[config.mk]
export PLATFORM = sky130hd
export DESIGN_NAME = c_comment_blanker_core
export DESIGN_NICKNAME = d
export VERILOG_FILES = /design/src/rtl/core/ccb_pkg.sv /design/src/rtl/core/ccb_front.sv /design/src/rtl/core/ccb_queue.sv /design/src/rtl/core/ccb_back.sv /design/src/rtl/core/c_comment_blanker_core.sv
export SDC_FILE = /design/constraint.sdc
export NUM_CORES = 1
export LEC_CHECK = 0
export ABC_AREA = 1
export BUFFER_PORTS_ARGS = -buffer_cell sky130_fd_sc_hd__buf_2
export CORE_ASPECT_RATIO = 1.5
export CORE_MARGIN = 2
export CORE_UTILIZATION = 50
export DETAILED_ROUTE_END_ITERATION = 10
export HOLD_SLACK_MARGIN = 0.12
export PLACE_DENSITY_LB_ADDON = 0.15
export SLEW_MARGIN = 10
export SYNTH_ARGS = -nofsm -noshare
export SYNTH_HDL_FRONTEND = slang
export SYNTH_SLANG_ARGS = --single-unit
[constraint.sdc]
create_clock -name clk -period 3.3 [get_ports clk]
set_input_delay 0.825 -clock clk [delete_from_list [all_inputs] [get_ports clk]]
set_output_delay 0.825 -clock clk [all_outputs]
set_load 0.03 [all_outputs]
[src/rtl/core/ccb_pkg.sv]
// ----------------------------------------------------------------------------
// ccb_pkg: shared types and constants for the comment blanker
// Byte codes, lexer mode encoding, channel payloads and queue entry format.
// ----------------------------------------------------------------------------
`default_nettype none

package ccb_pkg;

  // default depth of the queue between front and back
  localparam int QUEUE_DEPTH_DEF = 4;

  // byte codes the lexer reacts to
  localparam logic [7:0] CH_SLASH  = 8'h2F;
  localparam logic [7:0] CH_STAR   = 8'h2A;
  localparam logic [7:0] CH_SQUOTE = 8'h27;
  localparam logic [7:0] CH_DQUOTE = 8'h22;
  localparam logic [7:0] CH_LF     = 8'h0A;
  localparam logic [7:0] CH_CR     = 8'h0D;
  localparam logic [7:0] CH_SPACE  = 8'h20;

  // lexer modes
  typedef enum logic [4:0] {
    MODE_NORMAL = 5'b00001,
    MODE_LINE   = 5'b00010,
    MODE_BLOCK  = 5'b00100,
    MODE_SQ     = 5'b01000,
    MODE_DQ     = 5'b10000
  } lex_mode_t;

  // source channel payload
  typedef struct packed {
    logic [7:0] in_byte;
    logic       in_last;
  } src_item_t;

  // result channel payload
  typedef struct packed {
    logic [7:0] out_byte;
    logic       out_last;
  } res_item_t;

  // one queue entry: the one or two result bytes one source byte causes
  typedef struct packed {
    logic [7:0] byte0;
    logic [7:0] byte1;
    logic       two;
    logic       last;
  } cmd_t;

  // front to queue
  typedef struct packed {
    logic valid;
    cmd_t cmd;
  } push_t;

  // queue head to back
  typedef struct packed {
    logic valid;
    cmd_t cmd;
  } head_t;

endpackage

`default_nettype wire

[src/rtl/core/ccb_front.sv]
// ----------------------------------------------------------------------------
// ccb_front: lexer front end
// Tracks the lexer mode and the held slash or star, and turns each source
// byte into zero, one or two result bytes pushed as one queue entry.
// ----------------------------------------------------------------------------
`default_nettype none

module ccb_front
  import ccb_pkg::*;
(
  input  wire logic      clk,
  input  wire logic      rst,
  input  wire logic      src_valid,
  output logic           src_stall,
  input  wire src_item_t src_data,
  input  wire logic      full,
  output push_t          push
);

  lex_mode_t mode;
  lex_mode_t mode_next;
  logic      held;
  logic      held_next;
  logic      accept;

  logic       pre_valid;
  logic [7:0] pre_byte;
  logic       run_plain;
  logic       pair_space;
  lex_mode_t  mode_p;
  logic       plain_valid;
  logic [7:0] plain_byte;
  logic [7:0] b;
  logic       last;

  assign b         = src_data.in_byte;
  assign last      = src_data.in_last;
  assign src_stall = full;
  assign accept    = src_valid && !full;

  always_comb begin
    pre_valid   = 1'b0;
    pre_byte    = CH_SPACE;
    run_plain   = 1'b1;
    pair_space  = 1'b0;
    mode_p      = mode;
    mode_next   = mode;
    held_next   = 1'b0;
    plain_valid = 1'b0;
    plain_byte  = b;

    // resolve a held byte against the new one
    if (held) begin
      if (mode == MODE_BLOCK) begin
        if (b == CH_SLASH) begin
          pair_space = 1'b1;
          run_plain  = 1'b0;
          mode_next  = MODE_NORMAL;
        end else begin
          pre_valid = 1'b1;
          pre_byte  = CH_SPACE;
        end
      end else begin
        mode_p    = MODE_NORMAL;
        mode_next = MODE_NORMAL;
        if (b == CH_STAR) begin
          pair_space = 1'b1;
          run_plain  = 1'b0;
          mode_next  = MODE_BLOCK;
        end else if (b == CH_SLASH) begin
          pair_space = 1'b1;
          run_plain  = 1'b0;
          mode_next  = MODE_LINE;
        end else begin
          pre_valid = 1'b1;
          pre_byte  = CH_SLASH;
        end
      end
    end

    // the new byte with nothing held
    if (run_plain) begin
      case (mode_p)
        MODE_LINE: begin
          plain_valid = 1'b1;
          if (b == CH_LF) begin
            mode_next = MODE_NORMAL;
          end else begin
            plain_byte = CH_SPACE;
          end
        end
        MODE_BLOCK: begin
          if (b == CH_STAR && !last) begin
            held_next = 1'b1;
          end else begin
            plain_valid = 1'b1;
            if (b != CH_LF && b != CH_CR) begin
              plain_byte = CH_SPACE;
            end
          end
        end
        MODE_SQ: begin
          plain_valid = 1'b1;
          if (b == CH_SQUOTE) begin
            mode_next = MODE_NORMAL;
          end
        end
        MODE_DQ: begin
          plain_valid = 1'b1;
          if (b == CH_DQUOTE) begin
            mode_next = MODE_NORMAL;
          end
        end
        default: begin
          mode_next = MODE_NORMAL;
          if (b == CH_SLASH && !last) begin
            held_next = 1'b1;
          end else begin
            plain_valid = 1'b1;
            if (b == CH_SQUOTE) begin
              mode_next = MODE_SQ;
            end else if (b == CH_DQUOTE) begin
              mode_next = MODE_DQ;
            end
          end
        end
      endcase
    end

    // end of text starts the next text fresh
    if (last) begin
      mode_next = MODE_NORMAL;
      held_next = 1'b0;
    end

    // pack the queue entry
    push.cmd.last = last;
    if (pair_space) begin
      push.cmd.byte0 = CH_SPACE;
      push.cmd.byte1 = CH_SPACE;
      push.cmd.two   = 1'b1;
    end else if (pre_valid && plain_valid) begin
      push.cmd.byte0 = pre_byte;
      push.cmd.byte1 = plain_byte;
      push.cmd.two   = 1'b1;
    end else begin
      push.cmd.byte0 = pre_valid ? pre_byte : plain_byte;
      push.cmd.byte1 = plain_byte;
      push.cmd.two   = 1'b0;
    end
    push.valid = accept && (pair_space || pre_valid || plain_valid);
  end

  always_ff @(posedge clk) begin
    if (rst) begin
      mode <= MODE_NORMAL;
      held <= 1'b0;
    end else if (accept) begin
      mode <= mode_next;
      held <= held_next;
    end
  end

endmodule

`default_nettype wire

[src/rtl/core/ccb_queue.sv]
// ----------------------------------------------------------------------------
// ccb_queue: entry queue between front and back
// Small circular buffer of result entries; full stalls the front.
// ----------------------------------------------------------------------------
`default_nettype none

module ccb_queue
  import ccb_pkg::*;
#(
  parameter int DEPTH = QUEUE_DEPTH_DEF
) (
  input  wire logic  clk,
  input  wire logic  rst,
  input  wire push_t push,
  output logic       full,
  output head_t      head,
  input  wire logic  pop
);

  localparam int PTR_W = (DEPTH > 1) ? $clog2(DEPTH) : 1;
  localparam int CNT_W = $clog2(DEPTH + 1);

  cmd_t             entries [DEPTH];
  logic [PTR_W-1:0] wr_ptr;
  logic [PTR_W-1:0] rd_ptr;
  logic [CNT_W-1:0] count;
  logic             do_push;
  logic             do_pop;

  assign full       = (count == CNT_W'(DEPTH));
  assign head.valid = (count != '0);
  assign head.cmd   = entries[rd_ptr];
  assign do_push    = push.valid && !full;
  assign do_pop     = pop && head.valid;

  always_ff @(posedge clk) begin
    if (do_push) begin
      entries[wr_ptr] <= push.cmd;
    end
  end

  always_ff @(posedge clk) begin
    if (rst) begin
      wr_ptr <= '0;
      rd_ptr <= '0;
      count  <= '0;
    end else begin
      if (do_push) begin
        wr_ptr <= (wr_ptr == PTR_W'(DEPTH - 1)) ? '0 : wr_ptr + 1'b1;
      end
      if (do_pop) begin
        rd_ptr <= (rd_ptr == PTR_W'(DEPTH - 1)) ? '0 : rd_ptr + 1'b1;
      end
      case ({do_push, do_pop})
        2'b10:   count <= count + 1'b1;
        2'b01:   count <= count - 1'b1;
        default: count <= count;
      endcase
    end
  end

  a_count_range: assert property (@(posedge clk) disable iff (rst)
    count <= CNT_W'(DEPTH))
    else $error("queue count beyond depth");

  a_no_pop_empty: assert property (@(posedge clk) disable iff (rst)
    pop |-> head.valid)
    else $error("pop from empty queue");

  a_no_push_full: assert property (@(posedge clk) disable iff (rst)
    push.valid |-> !full)
    else $error("push into full queue");

  a_count_track: assert property (@(posedge clk) disable iff (rst)
    (do_push && !do_pop) |=> (count == $past(count) + 1'b1))
    else $error("count missed a push");

endmodule

`default_nettype wire

[src/rtl/core/ccb_back.sv]
// ----------------------------------------------------------------------------
// ccb_back: result serializer
// Drains queue entries into the result register, one byte per transfer,
// taking two transfers for a two-byte entry.
// ----------------------------------------------------------------------------
`default_nettype none

module ccb_back
  import ccb_pkg::*;
(
  input  wire logic  clk,
  input  wire logic  rst,
  input  wire head_t head,
  output logic       pop,
  output logic       res_valid,
  input  wire logic  res_stall,
  output res_item_t  res_data
);

  logic phase;
  logic load;

  assign load = !res_valid || !res_stall;
  assign pop  = load && head.valid && (!head.cmd.two || phase);

  always_ff @(posedge clk) begin
    if (rst) begin
      res_valid <= 1'b0;
      phase     <= 1'b0;
    end else if (load) begin
      res_valid <= head.valid;
      if (head.valid) begin
        phase <= head.cmd.two && !phase;
      end
    end
  end

  // payload needs no reset
  always_ff @(posedge clk) begin
    if (load && head.valid) begin
      res_data.out_byte <= phase ? head.cmd.byte1 : head.cmd.byte0;
      res_data.out_last <= head.cmd.last && (phase || !head.cmd.two);
    end
  end

  a_phase_two: assert property (@(posedge clk) disable iff (rst)
    phase |-> (head.valid && head.cmd.two))
    else $error("second byte pending without a two-byte head");

  a_pop_ends_entry: assert property (@(posedge clk) disable iff (rst)
    pop |=> !phase)
    else $error("phase left set after pop");

  a_hold_on_stall: assert property (@(posedge clk) disable iff (rst)
    (res_valid && res_stall) |=> (phase == $past(phase)))
    else $error("serializer advanced while stalled");

endmodule

`default_nettype wire

[src/rtl/core/c_comment_blanker_core.sv]
// ----------------------------------------------------------------------------
// c_comment_blanker_core: streaming C/C++ comment blanker
// Replaces comment bytes of a source text stream with spaces.
// ----------------------------------------------------------------------------
// Source text enters one byte per transfer on the src channel, with
// in_last on the final byte, and leaves on the res channel with every byte
// of a line or block comment, delimiters included, turned into a space;
// newlines end line comments and are kept, and newline and carriage return
// survive inside block comments. Quoted literals pass unchanged with no
// escape handling. A slash, or a star inside a block comment, is held back
// one byte to spot a two-byte delimiter, so a source byte gives zero, one
// or two result bytes; a held byte is flushed on in_last, and each text
// ends with exactly one result carrying out_last. The front end takes one
// source byte per cycle while the entry queue (QUEUE_DEPTH entries) has
// room; the result register sends one byte per cycle unless res_stall
// holds it, so sustained rate is one source byte per cycle when each byte
// gives at most one result, and a byte that gives two results needs two
// result transfers. A source byte passes the queue and the result register.
// ----------------------------------------------------------------------------
`default_nettype none

module c_comment_blanker_core
  import ccb_pkg::*;
#(
  parameter int QUEUE_DEPTH = QUEUE_DEPTH_DEF
) (
  input  wire logic      clk,
  input  wire logic      rst,
  // source text
  input  wire logic      src_valid,
  output logic           src_stall,
  input  wire src_item_t src_data,
  // blanked text
  output logic           res_valid,
  input  wire logic      res_stall,
  output res_item_t      res_data
);

  push_t push;
  head_t head;
  logic  full;
  logic  pop;

  // lexer: mode tracking and held-byte lookahead
  ccb_front u_front (
    .clk       (clk),
    .rst       (rst),
    .src_valid (src_valid),
    .src_stall (src_stall),
    .src_data  (src_data),
    .full      (full),
    .push      (push)
  );

  // decouples the lexer from result stalls
  ccb_queue #(
    .DEPTH (QUEUE_DEPTH)
  ) u_queue (
    .clk  (clk),
    .rst  (rst),
    .push (push),
    .full (full),
    .head (head),
    .pop  (pop)
  );

  // splits two-byte entries into single result transfers
  ccb_back u_back (
    .clk       (clk),
    .rst       (rst),
    .head      (head),
    .pop       (pop),
    .res_valid (res_valid),
    .res_stall (res_stall),
    .res_data  (res_data)
  );

endmodule

`default_nettype wire

After elaboration in Yosys (flattened, before gate mapping):

Memories as Yosys holds them, arrays and structs flattened. A register that Yosys moved wholly into a read port is not among the register bits.
Cells that the tools add are included.

* register bits after elaboration: 24
* memory bits (writable): 72
* input port bits: 13
* output and inout bits: 11
* logic and storage cells: 111
* memories kept: 1

Memories
* u_queue.entries: depth 4, width 18, rd ports 1, clocked after Yosys merged registers in 1, wr ports 1, RTL line ccb_queue.sv:23 `cmd_t entries [DEPTH];`

* $add $sub $neg: 4
* equal/unequal tests: 17
* muxes and demuxes: 54
* reductions and logical operators: 26

Operator list (count)
* two-way mux 8 bit: 9
* two-way mux 5 bit: 14
* two-way mux 17 bit: 2
* == test 8 x 6 -> 1 bit (second input constant): 4
* one-hot mux 5 bit (4 select lines): 1
* two-way mux 1 bit: 18
* inequality test 8 x 4 -> 1 bit (second input constant): 2
* one-hot mux 8 bit (2 select lines): 1
* logical AND 1 bit: 12
* == test 5 x 3 -> 1 bit (second input constant): 2
* two-way mux 2 bit: 5
* == test 8 x 4 -> 1 bit (second input constant): 1
* == test 2 bit (second input constant): 3
* logical NOT 1 bit: 6
* one-hot mux 3 bit (2 select lines): 1
* == test 5 x 2 -> 1 bit (second input constant): 1
* == test 5 x 4 -> 1 bit (second input constant): 1
* == test 5 bit (second input constant): 1
* adder 2 x 1 -> 2 bit (second input constant): 2
* logical OR 1 bit: 4
* two-way mux 4 bit: 1
* one-hot mux 1 bit (2 select lines): 2
* adder 3 x 1 -> 3 bit (second input constant): 1
* == test 3 bit (second input constant): 1
* 6 further kinds: 6

Depth between registers and ports, before layout:

Gate-level depths: netlist (run 1).

* depth in word-level cells: 12
* gate-level depth with buffers: 16
* depth with buffers taken out: 16

By module:

A second synthesis (run 1) with hierarchy kept.

* cell total of the unflattened synthesis: 454
* area, all modules: 4738.3 µm²

Modules (own cells, without submodules)
* ccb_queue: times used 1, cells an instance 245, area an instance 3253.1 µm², sequential area each 2342.2 µm²
* ccb_front: times used 1, cells an instance 159, area an instance 983.4 µm², sequential area each 120.1 µm²
* ccb_back: times used 1, cells an instance 50, area an instance 501.7 µm², sequential area each 310.3 µm²

Worst setup path before layout (run 1):

OpenSTA, ideal clock, no wires.

* kind: input to register
* start point: input res_stall
* end point: register u_queue.count[2]
* setup time: 0.122 ns
* data arrival time: 2.823 ns
* data required time: 3.178 ns
* path slack: 0.355 ns
* stages on the path: 12
* buffers on the path: 0
* cell sequence: nand2_1 > inv_1 > a31oi_1 > nand2_1 > inv_1 > ha_1 > inv_1 > fa_1 > a21oi_1 > o21ai_0 > o21ai_0 > a21oi_1

* longest elaborated chain between the ends: 7
* elaborated cells between the ends (all ways): 9
* those cells by class: eq/ne (2); mux (1); reduce/logical (6)

Ends and longest elaborated chain
* from (decl): RTL line c_comment_blanker_core.sv:35 `input wire logic res_stall,`
* logical NOT 1 bit *: RTL line ccb_back.sv:23 `assign load = !res_valid || !res_stall;`
* logical OR 1 bit *: RTL line ccb_back.sv:23
* logical AND 1 bit * (2 in series): RTL line ccb_back.sv:24 `assign pop = load && head.valid && (!head.cmd.two || phase);`
* logical AND 1 bit *: RTL line ccb_queue.sv:34 `assign do_pop = pop && head.valid;`
* via u_queue.do_pop: RTL line ccb_queue.sv:28 `logic do_pop;`
* == test 2 x 1 -> 1 bit / == test 2 bit (equally long branches): RTL line ccb_queue.sv:54 `case ({do_push, do_pop})`
* one-hot mux 3 bit (2 select lines) / nonzero test 2 bit (equally long branches)
* to (signal assigned): RTL line ccb_queue.sv:55 `2'b10: count <= count + 1'b1;`
* to (signal assigned): RTL line ccb_queue.sv:56 `2'b01: count <= count - 1'b1;`
* to (signal assigned): RTL line ccb_queue.sv:57 `default: count <= count;`
* to (decl): RTL line ccb_queue.sv:26 `logic [CNT_W-1:0] count;`

Mark *: on every way through the listed nets, which the timed path passes. The rest lies on a longest branch.
A chain may end at the register's enable or synchronous reset.

Worst setup path in the final report (run 1):

* start point: input src_data[3] (netlist bit)
* end point: register u_queue.count[2]

* longest elaborated chain between the ends: 11
* elaborated cells between the ends (all ways): 25
* those cells by class: eq/ne (4); mux (14); reduce/logical (7)

Ends and longest elaborated chain
* from (decl): RTL line c_comment_blanker_core.sv:32 `input wire src_item_t src_data,`
* == test 8 x 6 -> 1 bit: RTL line ccb_front.sv:55, ccb_front.sv:70, ccb_front.sv:116
* two-way mux 1 bit: RTL line ccb_front.sv:55, ccb_front.sv:70
* two-way mux 1 bit: RTL line ccb_front.sv:66 `if (b == CH_STAR) begin`
* two-way mux 1 bit: RTL line ccb_front.sv:54 `if (mode == MODE_BLOCK) begin`
* two-way mux 1 bit: RTL line ccb_front.sv:53 `if (held) begin`
* two-way mux 1 bit / logical OR 1 bit (equally long branches): RTL line ccb_front.sv:82, ccb_front.sv:151
* logical OR 1 bit *: RTL line ccb_front.sv:151 `push.valid = accept && (pair_space || pre_valid || plain_valid);`
* logical AND 1 bit *: RTL line ccb_front.sv:151
* logical AND 1 bit *: RTL line ccb_queue.sv:33 `assign do_push = push.valid && !full;`
* == test 2 x 1 -> 1 bit / == test 2 bit (equally long branches): RTL line ccb_queue.sv:54
* one-hot mux 3 bit (2 select lines) / nonzero test 2 bit (equally long branches)

Every way passes the cells marked *; elsewhere a longest branch is shown, timed or not.

==> flow_summary.json, run 1 <==
{
  "grt_pass1_wl_mm": 15.5,
  "rsz0062_at_grt": "no",
  "finalHoldViolCount": 0,
  "syn_area_per_cell_um2": 10.0,
  "r2r_end": "u_queue.count[2]$_SDFFE_PP0P_",
  "p_clk_share_pct": 27.6,
  "cts_root_buf": "clkbuf_16",
  "final_cell_mix": "93 x nor2_1, 81 x edfxtp_1, 53 x nand2_1",
  "drt-wirelength-per-cell_um": 15.9,
  "ir_worst_vdd_uv": 537,
  "yosysSeqAreaShare_pct": 60.9,
  "cp_max_fo": 5,
  "gr-total-overflow": 0,
  "critPathArrivalTime_ps": 3070,
  "path_clk_slew_ps": 60,
  "tightest_slew_ps": 573,
  "synth_top_cell_by_area": "edfxtp_1",
  "mappedNetlistNets": 475,
  "cellInternalPower_uw": 2480,
  "reg2reg_slack_ps": 570,
  "period_share_pct": 86.3,
  "synthCells": 455,
  "clock-sinks": 98,
  "crit_path_end": "u_queue.count[2]$_SDFFE_PP0P_",
  "diodes": 0,
  "numPortBuffers": 23,
  "yosys.cell_types.count": 35,
  "cts_max_level": 3,
  "drtPass1Iterations": 4,
  "cp-start-kind": "input port",
  "antenna_left": 0,
  "fin_crit_ps": 2850,
  "final_common_cell": "nor2_1",
  "wirelength_met1_mm": 3.83,
  "switching_share_pct": 32.5,
  "yosys_warnings": 0,
  "dieArea_um2": 9900,
  "drv_cap": 0,
  "end_kind": "register",
  "cts_buffers": 9,
  "place_congestion": 0.889,
  "cp.required_ps": 3520,
  "synth_top_area_share_pct": 53.4,
  "viasPerCell": 5.45,
  "grt_pass1_vias": 3294,
  "dp_hpwl_mm": 6.72,
  "rr_worst_depth": 16,
  "status": "completed",
  "route.met2.wl_mm": 5.24,
  "leakagePower_uw": 0.00199,
  "crit_type": "in -> reg",
  "power.density_nw_per_um2": 717,
  "slew_headroom_pct": 61.5,
  "rr_startpoint": "u_front.mode[4]$_SDFFE_PP0P_",
  "power_switching_uw": 1200,
  "seqPwrFrac_pct": 45.1,
  "drc": 0,
  "ys_ff_latch": 98,
  "setup_violations": 0,
  "grt_max_degree": 27,
  "tns_ps": 0,
  "synthTopCellsByArea": "edfxtp_1 53%, nor2_1 7.7%, dfxtp_1 7.5%",
  "maxSlewViolCount": 0,
  "post_route_cells_drive_above_1_share_pct": 15.2,
  "vias": 3289,
  "worst_clock_skew_ps": 4.38,
  "clkLatencyLatePin_ps": 340,
  "io_pins": 24,
  "dieHeight_um": 121,
  "critPathLaunch": "src_data[3]",
  "cts-resized-gates": 0,
  "dieWidth_um": 81.9,
  "area_growth_pct": 12.6,
  "dr.max_layer_used": "met4",
  "cts_tree": "built",
  "cts_buffer_depth": 2,
  "grt_usage_pct": 21.1,
  "wl_mm": 9.60,
  "cts_setup_buffers": 0,
  "syn-cell-area_um2": 4550,
  "min_path_type": "reg -> reg",
  "antenna_found_initial": 0,
  "dr.first_iter.drc_count": 238,
  "cts_hold_buf": 0,
  "initial_core_util_pct": 51.6,
  "whs_ps": 477,
  "power_frac_comb_pct": 27.2,
  "fp.coreArea_um2": 8830,
  "rows": 42,
  "fin_nets": 509,
  "dr_wl_met3_um": 255,
  "max_freq_mhz": 351
}
## kinds of logic after synthesis
kind of cell | count (synthesis) | share of synthesized area [%]
simple gates | 193 | 20.0
flops | 98 | 60.9
compound gates | 94 | 11.5
buf+inv | 63 | 5.55
fa+ha+maj | 7 | 2.09
## power groups by stage
stage	clock, µW	combinational, µW	sequential, µW
2_1_floorplan	0	572	1810
3_3_place_gp	0	999	1680
3_5_place_dp	0	1020	1690
4_1_cts	1020	1020	1660
5_1_grt	1070	1120	1680
6_report	1020	1000	1660
## synthesized netlist by cell type (all sizes together)
library cell  count
o22ai            10
fa                1
a31oi            11
nand3            18
clkinv            2
nand4             9
o211a             1
a211oi            2
dfxtp            17
a21oi            20
nor3              6
nand2            61
inv              48
edfxtp           81
nor3b             1
clkbuf           11
ha                6
nand3b            1
buf               2
nor2             97
o21ai            50
## per-stage QoR
stage	power, µW	instances	setup slack (ps)	util (%)	instance area [µm²]
floorplan	2380	455	355	-	4550
global placement	2680	588	233	54.8	4840
detailed placement	2710	588	172	54.8	4840
CTS	3710	604	494	58.1	5130
global route	3880	604	184	58.1	5130
finish	3680	604	454	58.1	5130
## worst min-delay path by stage
| stage | startpoint | to | slack, ps | cells after the start |
|---|---|---|---|---|
| after floorplan | u_front.mode[1]$_SDFFE_PP0P_ | u_front.mode[1]$_SDFFE_PP0P_ | 450 | 2 |
| after global placement | u_front.mode[4]$_SDFFE_PP0P_ | u_front.mode[4]$_SDFFE_PP0P_ | 470 | 2 |
| after detailed placement | u_front.mode[4]$_SDFFE_PP0P_ | u_front.mode[4]$_SDFFE_PP0P_ | 470 | 2 |
| after CTS | u_front.mode[4]$_SDFFE_PP0P_ | u_front.mode[4]$_SDFFE_PP0P_ | 480 | 2 |
| after global routing | u_front.mode[4]$_SDFFE_PP0P_ | u_front.mode[4]$_SDFFE_PP0P_ | 510 | 2 |
| final | u_front.mode[4]$_SDFFE_PP0P_ | u_front.mode[4]$_SDFFE_PP0P_ | 480 | 2 |
## routing by layer
layer	global-route usage (%)	vias up
met5	0	-
met3	3.72	16
met4	9.90	0
met2	37.8	54
li1	-	1627
met1	23.5	1592
## registers in the layout, summed over array words and instances, names as in the netlist, named ones only
signal and flops:
u_back.phase 1, u_back.res_data 9, u_back.res_valid 1, u_front.held 1, u_front.mode 5, u_queue.count 3, u_queue.entries 72, u_queue.rd_ptr 2
u_queue.wr_ptr 2
## cell type report
type,count,area [µm²]
Sequential cell,98,2770
Timing Repair Buffer,36,213
Fill cell,785,3700
Clock inverter,5,55.1
Tap cell,110,138
Multi-Input combinational cell,294,1530
Inverter,50,189
Clock buffer,11,233
## critical path, stage by stage
cell and delay, ps:
buf_2 120, nand2_1 70, nor2_1 190, nand2_1 150
nor2_1 140, nand4_2 120, nand2_2 120, nand2_4 70
nand2_2 100, ha_1 150, inv_1 70, fa_1 420
a21oi_1 140, o21ai_0 120, o21ai_0 190, a21oi_1 50
(Power assumes the default switching activity.)
==> run 2: changes to the inputs <==
Settings changed: BUFFER_PORTS_ARGS -buffer_cell sky130_fd_sc_hd__buf_2 to unset, DONT_BUFFER_PORTS set to 1.
==> run 2 against run 1 <==
Against the previous run:
- count of clock-buffer cells in the layout grew 2
- combinational power shrank 21%
- sequential cell count is the same
==> flow_summary.json, run 2 (synthesis gave the netlist of run 1 again) <==
{
  "status": "completed",
  "io_pins": 24,
  "reg2reg_slack_ps": 600,
  "cp_max_fo": 5,
  "top_register": "u_queue.entries",
  "critPathMaxStageDelay_ps": 400,
  "crit_type": "in -> reg",
  "cp-start-kind": "input port",
  "cp_cell_sequence": "inv_1 > nand2_1 > nor2_1 > nand2_1 > nor2_1 > nand4_2 > nand2_2 > nand2_4 > nand2_2 > ha_1 > inv_1 > fa_1 > a21oi_1 > o21ai_0 > o21ai_0 > a21oi_1",
  "finalHoldViolCount": 0,
  "r2r_end": "u_queue.count[2]$_SDFFE_PP0P_",
  "dr.first_iter.drc_count": 233,
  "slew_headroom_pct": 48.6,
  "dieArea_um2": 9900,
  "rsz0062_at_grt": "no",
  "layout_setup_ws_ps": 566,
  "numPortBuffers": 0,
  "initial_core_util_pct": 51.6,
  "rows": 42,
  "critPathLaunch": "src_data[7]",
  "drtPass1Iterations": 5,
  "crit_slowest_cell": "fa_1",
  "fin_nets": 486,
  "diodes": 0,
  "final_area_um2": 5020,
  "fill_cells": 764,
  "cts_hold_buf": 0,
  "crit_path_end": "u_queue.count[2]$_SDFFE_PP0P_",
  "final_cell_mix": "93 x nor2_1, 81 x edfxtp_1, 53 x nand2_1",
  "top_regs": "u_queue.entries x72, u_back.res_data x9, u_front.mode x5",
  "setup_violations": 0,
  "grt_pass1_vias": 3088,
  "cts_tree": "built",
  "final_common_cell": "nor2_1",
  "antenna_left": 0,
  "critPathArrivalTime_ps": 2960,
  "clkLatencyLatePin_ps": 340,
  "clock-sinks": 98,
  "path_clk_slew_ps": 60,
  "hp-start": "u_front.mode[1]$_SDFFE_PP0P_",
  "cts_buffers": 9,
  "fp.coreArea_um2": 8830,
  "cp.required_ps": 3520,
  "min_path_type": "reg -> reg",
  "fin_crit_ps": 2730,
  "cts_max_level": 3,
  "dieWidth_um": 81.9,
  "drt-wirelength-per-cell_um": 16.2,
  "grt_max_degree": 29,
  "dp_hpwl_mm": 6.63,
  "leakagePower_uw": 0.00190,
  "cts_root_buf": "clkbuf_16",
  "maxSlewViolCount": 0,
  "placedInstanceArea_um2": 4730,
  "cp_num_buf_inv": 2,
  "critPathTopFamily": "simple AND/OR/NAND/NOR gates",
  "ir_worst_vdd_uv": 499,
  "end_kind": "register",
  "tns_ps": 0,
  "rr_worst_depth": 16,
  "cp_num_cells": 16,
  "post_route_cells_drive_above_1_share_pct": 11.5,
  "grt_pass1_wl_mm": 15.4,
  "viasPerCell": 5.58,
  "period_share_pct": 82.9,
  "tightest_slew_ps": 767,
  "largest_register_ffs": 72,
  "worst_clock_skew_ps": 10.4,
  "gr-total-overflow": 0,
  "dieHeight_um": 121,
  "grt_usage_pct": 21.0,
  "max_freq_mhz": 366,
  "place_congestion": 0.922,
  "drv_cap": 0,
  "pre_cts_ws_ps": 272,
  "wl_mm": 9.41,
  "drc": 0,
  "power.density_nw_per_um2": 718,
  "cts_buffer_depth": 2,
  "finalPower_uw": 3610,
  "rr_startpoint": "u_front.mode[4]$_SDFFE_PP0P_",
  "antenna_found_initial": 0,
  "area_growth_pct": 10.2,
  "vias": 3241,
  "cts_setup_buffers": 0,
  "cts-resized-gates": 0
}
[run 2: cell count changes in the layout (fill, tap and decap cells not counted), sizes merged]
cell	delta
clkinv	-3
bufinv	-1
clkinvlp	+1
inv	+1
clkbuf	+2
buf	-23
[run 2: layer usage]
layer / up-vias / global-route usage (%) / wire length (µm) / share of wire, %
li1: 1589 / - / - / -
met1: 1561 / 24.6 / 3780 / 40
met2: 74 / 35.9 / 5030 / 53
met3: 17 / 4.61 / 331 / 3.5
met4: 0 / 9.27 / 280 / 3.0
met5: - / 0 / 0 / 0
[run 2: worst min-delay path, stage by stage (launching register included)]
cell,delay (ps)
dfxtp_1,320
nand2_1,60
a21oi_1,50
[run 2: worst min-delay path by stage]
stage,to,cells after the start
final,u_front.mode[1]$_SDFFE_PP0P_,2
after global routing,u_front.mode[4]$_SDFFE_PP0P_,2
after CTS,u_front.mode[1]$_SDFFE_PP0P_,2
after detailed placement,u_front.mode[1]$_SDFFE_PP0P_,2
after global placement,u_front.mode[4]$_SDFFE_PP0P_,2
after floorplan,u_front.mode[1]$_SDFFE_PP0P_,2
[run 2: area by class of cell]
type	instances	area (µm²)	area share, %
flip-flops and latches	98	2770	55.2
multi-input cells	294	1530	30.5
clock buffers	13	272	5.41
inverters	50	189	3.76
well taps	110	138	2.74
repair buffers	13	97.6	1.94
clock inverters	3	21.3	0.424
[run 2: metrics by stage]
stage               hold WS (ps)  cells  utilization, %
CTS                          480    581            56.8
global route                 504    581            56.8
detailed placement           470    565            53.5
floorplan                    455    455               -
global placement             462    565            53.5
finish                       480    581            56.8
[run 2: power breakdown]
part	switching [µW]	leakage (µW)	internal, µW
Sequential	205	0.000883	1600
Clock	429	0.000141	580
Combinational	537	0.000871	252
